===== src/hdl/bple_pkg.sv =====
// Package with the shared types and constants of the boundary pixel label pair extractor.
`default_nettype none

package bple_pkg;

   localparam int LABEL_W     = 16;
   localparam int VALUE_W     = 16;
   localparam int COORD_W     = 12;
   localparam int DIM_W       = 13;
   localparam int CSR_IDX_W   = 2;
   localparam int NPAIR       = 4;
   localparam int WIDTH_LIMIT = 4096;

   localparam logic [DIM_W-1:0] DIM_RESET = DIM_W'(512);

   localparam logic [CSR_IDX_W-1:0] REG_IMAGE_HEIGHT = CSR_IDX_W'(0);
   localparam logic [CSR_IDX_W-1:0] REG_IMAGE_WIDTH  = CSR_IDX_W'(1);

   // One boundary pixel with its candidate pairs, handed from the front end to the back end.
   typedef struct packed {
      logic [NPAIR-1:0][LABEL_W-1:0] lo;
      logic [NPAIR-1:0][LABEL_W-1:0] hi;
      logic [NPAIR-1:0]              keep;
      logic [COORD_W-1:0]            col;
      logic [COORD_W-1:0]            row;
      logic [VALUE_W-1:0]            value;
   } pix_entry_type;

   // One result transaction.
   typedef struct packed {
      logic [LABEL_W-1:0] label_lo;
      logic [LABEL_W-1:0] label_hi;
      logic [COORD_W-1:0] col_x;
      logic [COORD_W-1:0] row_y;
      logic [VALUE_W-1:0] value_out;
      logic               last_of_pixel;
   } rsp_item_type;

endpackage

`default_nettype wire


===== src/hdl/bple_back.sv =====
// Back end: expands one boundary pixel entry into its result transactions.
`default_nettype none

module bple_back
   import bple_pkg::*;
(
   input  wire logic          clock,
   input  wire logic          reset,
   input  wire logic          entry_valid,
   input  pix_entry_type      entry,
   output logic               entry_pop,
   input  wire logic          rsp_full,
   output logic               rsp_push,
   output rsp_item_type       rsp_item
);

   logic [NPAIR-1:0] done_ff, done_in;
   logic [NPAIR-1:0] pending;
   logic [NPAIR-1:0] pick;
   logic             last;
   logic             fire;

   assign pending = entry.keep & ~done_ff;

   always_comb begin
      pick = '0;
      for (int k = NPAIR - 1; k >= 0; k--) begin
         if (pending[k]) begin
            pick = '0;
            pick[k] = 1'b1;
         end
      end
   end

   assign last = ((pending & ~pick) == '0);
   assign fire = entry_valid && !rsp_full;

   always_comb begin
      rsp_item.label_lo = '0;
      rsp_item.label_hi = '0;
      for (int k = 0; k < NPAIR; k++) begin
         if (pick[k]) begin
            rsp_item.label_lo = entry.lo[k];
            rsp_item.label_hi = entry.hi[k];
         end
      end
      rsp_item.col_x         = entry.col;
      rsp_item.row_y         = entry.row;
      rsp_item.value_out     = entry.value;
      rsp_item.last_of_pixel = last;
   end

   always_comb begin
      done_in = done_ff;
      if (fire) begin
         done_in = last ? '0 : (done_ff | pick);
      end
   end

   always_ff @(posedge clock) begin
      if (reset) begin
         done_ff <= '0;
      end else begin
         done_ff <= done_in;
      end
   end

   assign rsp_push  = fire;
   assign entry_pop = fire && last;

endmodule

`default_nettype wire


===== config.mk =====
export PLATFORM = sky130hd
export DESIGN_NAME = bple_back
export DESIGN_NICKNAME = d
export VERILOG_FILES = /design/src/hdl/bple_pkg.sv /design/src/hdl/bple_back.sv
export SDC_FILE = /design/constraint.sdc
export NUM_CORES = 1
export LEC_CHECK = 0
export ABC_AREA = 1
export ABC_CLOCK_PERIOD_IN_PS = 1700
export BUFFER_PORTS_ARGS = -buffer_cell sky130_fd_sc_hd__buf_4
export CORE_AREA = 10 10 90 92
export DETAILED_ROUTE_END_ITERATION = 8
export DIE_AREA = 0 0 100 102
export GPL_ROUTABILITY_DRIVEN = 0
export PLACE_DENSITY = 0.69
export SYNTH_ARGS = -nofsm -noshare
export SYNTH_HDL_FRONTEND = slang
export SYNTH_SLANG_ARGS = --single-unit

===== constraint.sdc =====
create_clock -name clock -period 1.7 [get_ports clock]
set_clock_uncertainty 0.05 [all_clocks]
set_input_delay 0.255 -clock clock [delete_from_list [all_inputs] [get_ports clock]]
set_output_delay 0.255 -clock clock [all_outputs]
set_load 0.05 [all_outputs]

* Word-level counts from Yosys, hierarchy flattened
Cells that the tools add are included.
** Cells by class
- $add $sub $neg :: 0
- Multiply operators :: 0
- Divide/modulo/power cells :: 0
- Order comparisons :: 0
- Eq/ne operators :: 0
- Shift operators :: 0
- Muxes and demuxes :: 9
- Bitwise operators :: 5
- Reduce and logical (&&, ||, !) cells :: 4
** Operators by type and width (count)
- $mux 32 :: 4
- $mux 4 :: 5
- $and 4x4->4 :: 2
- $not 4->4 :: 2
- $logic_not 4->1 :: 1
- $or 4x4->4 :: 1
- $logic_and 1x1->1 :: 2
- $logic_not 1->1 :: 1
** Word-level totals
- Flip-flop bits (word level) :: 4
- Latch bits :: 0
- Bits in writable memories :: 0
- Bits in read-only memories :: 0
- Bits of input ports :: 176
- Output and inout bits :: 75
- Logic and storage cells :: 19
- Memories kept :: 0

* Depth between registers and ports, before layout
Gate-level depths: netlist of run 1.
- Depth in word-level cells :: 10
- Gate-level depth with buffers :: 7
- Gate-level depth less buffers :: 7

* Least setup slack after synthesis of run 1
No wires, ideal clock.
- Path kind :: in2out
- Start point :: in entry_valid
- End point :: out entry_pop
- Arrival :: 1625 ps
- Required time :: 1395 ps
- Slack :: -230 ps
- Stages :: 4
- Buffers on the path :: 0
- Cells stage by stage :: inv_1 > nor2_1 > nand3_1 > inv_1
** On the way
- Longest elaborated chain between the ends :: 2
** Ends and longest elaborated chain
- start: declaration :: line bple_back.sv:9 : input wire logic entry_valid,
- $logic_and 1x1->1 :: line bple_back.sv:36 : assign fire = entry_valid && !rsp_full;
- named net rsp_push :: line bple_back.sv:13 : output logic rsp_push,
- $logic_and 1x1->1 :: line bple_back.sv:69 : assign entry_pop = fire && last;
- end: declaration :: line bple_back.sv:11 : output logic entry_pop,
The timed path passes the listed nets, and every way through them passes these cells.

==> results of run 1 <==
[logic make-up after synthesis]
family	after synthesis	share of synthesized area, %
simple gates	180	61.3
buf+inv	71	31.6
flops	4	5.54
compound gates	4	1.56
[final timing paths]
path | from | endpoint | slack, ns
worst max-delay path | done_ff[0] | rsp_item[45] | -0.18
worst min-delay path | reset | done_ff[1] | 0.31
worst max register to register | done_ff[2] | done_ff[3] | 0.23
worst min register to register | done_ff[3] | done_ff[3] | 0.43
[stage by stage]
stage / area, um2 / setup WS (ns) / hold slack, ns / utilization, % / cells
6_report: 2980 / -0.179 / 0.308 / 47.4 / 472
5_1_grt: 2980 / -0.248 / 0.325 / 47.4 / 472
4_1_cts: 2810 / -0.142 / 0.305 / 44.8 / 466
3_5_place_dp: 2510 / 0.0130 / 0.426 / 40.0 / 457
3_3_place_gp: 2510 / 0.0525 / 0.414 / 40.0 / 457
2_1_floorplan: 1450 / 0.00326 / 0.402 / - / 259
[Yosys cell counts]
| master | instances | area share (%) |
|---|---|---|
| inv_2 | 1 | 0.26 |
| o21bai_1 | 1 | 0.52 |
| nand3_1 | 66 | 23 |
| nand2_1 | 71 | 18 |
| nand2_8 | 1 | 1.4 |
| nand2_4 | 1 | 0.78 |
| inv_1 | 10 | 2.6 |
| buf_6 | 4 | 3.1 |
| clkbuf_1 | 12 | 3.1 |
| dfxtp_1 | 4 | 5.5 |
| nor3_4 | 2 | 2.2 |
| buf_2 | 2 | 0.69 |
| buf_4 | 42 | 22 |
| a21oi_1 | 3 | 1.0 |
| nand4_1 | 32 | 14 |
| nor2_1 | 7 | 1.8 |
[layout by cell type, fill, tap and decap left out, drive strengths merged]
cell type / n
buf: 190
o21bai: 1
nor3: 2
nand2: 73
nand4: 32
nand3: 66
clkbuf: 6
a21oi: 3
nor2: 7
dfxtp: 4
inv: 11
[worst min-delay path, stage by stage]
cell and delay [ns]:
buf_4 0.07, inv_1 0.03, nand2_1 0.13, nor2_1 0.05
[final cells by class]
cell class	count	area, um2	area share, %
Multi-Input combinational cell	184	1020	34.1
Inverter	11	43.8	1.47
Tap cell	77	96.3	3.24
Timing Repair Buffer	193	1700	57.0
Sequential cell	4	83.8	2.82
Clock buffer	3	41.3	1.39
[routing by layer]
| metal | share of wire [%] | track usage, % | up-vias |
|---|---|---|---|
| li1 | - | - | 1121 |
| met1 | 35 | 14.8 | 1061 |
| met2 | 50 | 28.1 | 123 |
| met3 | 13 | 7.62 | 30 |
| met4 | 2.1 | 5.22 | 0 |
| met5 | 0 | 0 | - |
[where the power goes]
| part | switching (mW) | internal (mW) | leakage [nW] |
|---|---|---|---|
| sequential | 0.00237 | 0.0984 | 0.0338 |
| clock | 0.0533 | 0.151 | 0.0216 |
| combinational | 0.671 | 0.525 | 1.43 |
[what timing repair did]
item,CTS,global route
pin swaps,5,10
cloned,2,3
setup buffers,4,4
gates resized for setup,58,25
endpoints found under the setup margin,34,34
==> summary.md, run 1 <==
| Metric | Value |
|---|---|
| Worst-path clk slew | 0.03 ns |
| Crit start category | register |
| Max IR drop VDD | 0.410 mV |
| Core area | 0.00628 mm2 |
| Slew margin rel. | 73.0% |
| Family with the most delay on the worst path | buffers and inverters |
| Seq cells post-synth | 4 |
| Leakage | 1.48 nW |
| First-pass GRT wire length | 12900 um |
| Starting Density | 23.0% |
| Total power | 1.50 mW |
| Port Buffer Count | 170 |
| Total gr overflow | 0 |
| PD cells | 504 mW/mm2 |
| Final WL | 9100 um |
| Antenna Cells | 0 |
| Synth Net Count | 435 |
| Top flop regs | done_ff x4 |
| Buffer and inverter count on the worst path | 4 |
| Slowest stage delay, CP | 0.33 ns |
| Failing checks | negative setup slack |
| Final Cycle Share | 111% |
| Setup TNS | -4.81 ns |
| RSZ-0062 raised after global routing | yes |
| Sequential area share after synthesis | 5.54% |
| CP max stage cell | dfxtp_2 |
| Reg with most FFs | done_ff |
| Die area | 0.0102 mm2 |
| Synth cell types | 16 |
| Final setup viols | 32 |
| Initial DRC count | 54 |
| CP Capture Type | primary output |
| Ratio of cells with drive above 1 in the final layout | 58.7% |
| Total Routing Usage GR | 15.4% |
| Num rows | 29 |
| Critical path fanouts, max | 8 |
| Cell Chain, Critical Path | inv_4 -> nand2_8 -> nand2_8 -> nor3_4 -> buf_6 -> clkbuf_16 -> nand2_1 -> nand4_1 -> buf_6 |
| Fill cell count | 644 |
| Hold path depth | 4 |
| WL per Instance | 19.3 um |
| CTS buffer count | 3 |
| Final Max Tran Viols | 0 |
| Via/cell ratio | 4.95 |
| Run status | finished, violations left |
| Pin count of the biggest net entering global routing | 34 |
| Tightest Pin Transition | 0.405 ns |
| Drt drc | 0 |
| # Max-Cap Violations | 0 |
| CTS tree | built |
| Initial antenna violation count | 0 |
| Final hold vios | 0 |
| H-Tree Level Count | 1 |
| Clock buffer depth | 2 |
| Hold WC Path Type | input port to register |
| Achievable Freq | 0.532 GHz |
| Mean area per synthesized cell | 5.58 um2 |
| Cell Area, Synth | 0.00145 mm2 |
| Worst path depth | 9 |
| Pre-antenna DRT Iters | 4 |
| Clock sinks | 4 |
| Root buf cell | clkbuf_8 |
| Crit path required time | 1.39 ns |
| Number of flip-flops in the largest register | 4 |
| Setup CP Type | register to primary output |
| Die X | 100 um |
| Cells after synthesis | 259 |
| Die Y | 102 um |
| Worst skew pair latency | 0.22 ns |
| Layout Area Growth over Synthesis | 106% |
| I/O pin total | 251 |
| Yosys warnings | 0 |
| Path depth of the worst reg2reg path | 7 |
| Tmin final | 1.88 ns |
| Vias in the first global route | 2598 |
| Worst Slack Setup Final | -0.179 ns |
| Post-DRT Antenna Nets | 0 |
| Via count | 2335 |
| # hold bufs at CTS | 0 |
| Crit path arrival time | 1.57 ns |
| Post-DP HPWL | 6750 um |
| Final net count | 573 |
No activity file was read; power rests on OpenSTA's default activity.
==> inputs of run 2 (changes only) <==
- ABC_CLOCK_PERIOD_IN_PS: 1700 -> 1600
- CORE_AREA: 10 10 90 92 -> 2 2 97 99
- DIE_AREA: 0 0 100 102 -> 0 0 99 101
- PLACE_DENSITY: 0.69 -> 0.54
- clock period: 1.7 -> 1.6 ns (I/O delays scaled with it)
==> summary.md, run 2 (same netlist as run 1, synthesis figures left out) <==
| Metric | Value |
|---|---|
| CTS buffer count | 3 (unchanged) |
| Worst skew pair latency | 0.22 ns (about the same) |
| PD cells | 540 mW/mm2 (was 504 mW/mm2) |
| Worst Slack Setup Final | -0.221 ns (was -0.179 ns) |
| Final Max Tran Viols | 0 (unchanged) |
| Initial DRC count | 77 (was 54) |
| Root buf cell | clkbuf_8 (unchanged) |
| Final net count | 571 (was 573) |
| Run status | finished, violations left (unchanged) |
| Fill cell count | 978 (was 644) |
| Worst r2r src | done_ff[0] (was done_ff[2]) |
| Vias in the first global route | 2287 (was 2598) |
| # Max-Cap Violations | 0 (unchanged) |
| Final Cycle Share | 114% |
| Design area | 0.00297 mm2 (was 0.00298 mm2) |
| Post-DP HPWL | 5640 um (was 6750 um) |
| Max IR drop VDD | 0.416 mV (was 0.410 mV) |
| Leakage | 1.44 nW (was 1.48 nW) |
| Crit path arrival time | 1.53 ns (was 1.57 ns) |
| Post-DRT Antenna Nets | 0 (unchanged) |
| Tightest Pin Transition | 0.421 ns (was 0.405 ns) |
| Final hold vios | 0 (unchanged) |
| Die area | 0.0100 mm2 (was 0.0102 mm2) |
| RSZ-0062 raised after global routing | yes (unchanged) |
| CP max stage cell | dfxtp_2 (unchanged) |
| Achievable Freq | 0.549 GHz |
| Endpoint, Worst Hold | done_ff[1] (unchanged) |
| Pre-CTS setup slack | -0.0559 ns (was 0.0130 ns) |
| Slowest stage delay, CP | 0.31 ns (was 0.33 ns) |
| Top flop regs | done_ff x4 (unchanged) |
| Layout Area Growth over Synthesis | 105% (was 106%) |
| Final Util | 33.1% (was 47.4%) |
| Antenna Cells | 0 (unchanged) |
| Via count | 2299 (was 2335) |
| Crit start category | register (unchanged) |
| Setup CP Type | register to primary output (unchanged) |
| Crit path required time | 1.31 ns (was 1.39 ns) |
| Number of flip-flops in the largest register | 4 (unchanged) |
| Pre-antenna DRT Iters | 4 (unchanged) |
| Clock buffer depth | 2 (unchanged) |
| Placed Area | 0.00261 mm2 (was 0.00251 mm2) |
| Path depth of the worst reg2reg path | 9 (was 7) |
| Num rows | 35 (was 29) |
| Starting Density | 16.1% (was 23.0%) |
| Tmin final | 1.82 ns |
| Initial antenna violation count | 0 (unchanged) |
| Core area | 0.00898 mm2 (was 0.00628 mm2) |
| Placed cells | 494 (was 457) |
| CP Capture Type | primary output (unchanged) |
| R2R Setup Slk | 0.31 ns (was 0.23 ns) |
| First-pass GRT wire length | 11600 um (was 12900 um) |
| WL per Instance | 15.3 um (was 19.3 um) |
| Cell Chain, Critical Path | inv_2 -> nand2_4 -> nand2_8 -> nor3_4 -> buf_6 -> buf_12 -> nand2_2 -> nand4_1 -> buf_6 (was inv_4 -> nand2_8 -> nand2_8 -> nor3_4 -> buf_6 -> clkbuf_16 -> nand2_1 -> nand4_1 -> buf_6) |
| Hold WC Path Type | input port to register (unchanged) |
| Via/cell ratio | 4.56 (was 4.95) |
| Drt drc | 0 (unchanged) |
| Critical path fanouts, max | 7 (was 8) |
| Reg with most FFs | done_ff (unchanged) |
| Reg-to-Reg End | done_ff[3] (unchanged) |
| Hold path depth | 4 (unchanged) |
| Min-Delay Startpoint | reset (unchanged) |
| Failing checks | negative setup slack (unchanged) |
| Final setup viols | 34 (was 32) |
| Clock sinks | 4 (unchanged) |
| Pin count of the biggest net entering global routing | 34 (unchanged) |
| Worst-path clk slew | 0.03 ns (about the same) |
| I/O pin total | 251 (unchanged) |
| Most used cell, CP | buf_6 |
| Non-Filler Instances | 504 (was 472) |
| Port Buffer Count | 170 (unchanged) |
| H-Tree Level Count | 1 (unchanged) |
| Total gr overflow | 0 (unchanged) |
| CTS tree | built (unchanged) |
| Die Y | 101 um (was 102 um) |
| Most frequent cells in the layout | 145 x buf_4, 65 x nand3_1, 54 x nand2_1, 38 x buf_6, 32 x nand4_1 (was 147 x buf_4, 66 x nand3_1, 48 x nand2_1, 38 x buf_6, 32 x nand4_1) |
| Final WL | 7710 um (was 9100 um) |
| Die X | 99 um (was 100 um) |
| Slew margin rel. | 72.0% (was 73.0%) |
| Total Routing Usage GR | 14.3% (was 15.4%) |
| Ratio of cells with drive above 1 in the final layout | 58.0% (was 58.7%) |
| Commonest non-fill, non-tap cell in the layout | buf_4 (unchanged) |
-- run 2: cell types whose count changed in the layout (fill, tap and decap cells not counted), moves of 3 or more --
cell and delta:
nand2_2 -4, nand2_1 +6, clkbuf_16 -3, inv_1 -3, inv_2 +3, buf_12 +3
-- run 2: what timing repair did --
action | CTS | global route
gates resized for setup | 53 | 22
endpoints found under the setup margin | 34 | 34
hold buffers | 0 | 0
setup buffers | 4 | 2
pin swaps | 12 | 4
gates cloned | 1 | 0
-- run 2: through the flow --
step	hold WS [ns]	TNS, ns	total power [mW]
after floorplan	0.388	-1.67	0.998
after CTS	0.283	-5.84	1.59
after global routing	0.313	-8.09	1.67
after global placement	0.415	-0.0996	1.24
after detailed placement	0.430	-0.549	1.24
final	0.277	-5.63	1.60
-- run 2: worst max-delay path by stage --
stage	start	end	slack, ns	depth (start not counted)
floorplan	done_ff[1]	rsp_item[56]	-0.07	6
global placement	entry[41]	rsp_item[41]	-0.04	8
detailed placement	entry[41]	rsp_item[41]	-0.06	8
CTS	done_ff[1]	rsp_item[65]	-0.21	9
global route	done_ff[1]	rsp_item[49]	-0.30	8
finish	done_ff[1]	rsp_item[65]	-0.22	9
-- run 2: metal layers --
layer | vias up | track usage [%] | share of wire [%] | wire (um)
li1 | 1115 | - | - | -
met4 | 0 | 2.85 | 1.2 | 93
met2 | 118 | 26.8 | 53 | 4110
met3 | 12 | 2.77 | 8.1 | 623
met1 | 1054 | 16.8 | 37 | 2890
met5 | - | 0 | 0 | 0
-- run 2: layout make-up --
cell class	instances	area (um2)	area share [%]
well taps	111	139	4.68
flip-flops and latches	4	86.3	2.91
multi-input cells	184	993	33.4
clock buffers	3	41.3	1.39
inverters	11	43.8	1.47
repair buffers	191	1670	56.1
-- run 2: worst max-delay path, delay by kind of cell (launching register included) --
| kind | cells | cell delay [ns] |
|---|---|---|
| buf+inv | 4 | 0.48 |
| simple gates | 5 | 0.51 |
| flops | 1 | 0.31 |
-- run 2: where the power goes --
group	leakage [nW]	switching, mW	internal, mW	total (mW)
sequential	0.0341	0.00252	0.103	0.106
combinational	1.39	0.712	0.568	1.28
clock	0.0216	0.0563	0.161	0.217
total	1.44	0.771	0.832	1.60
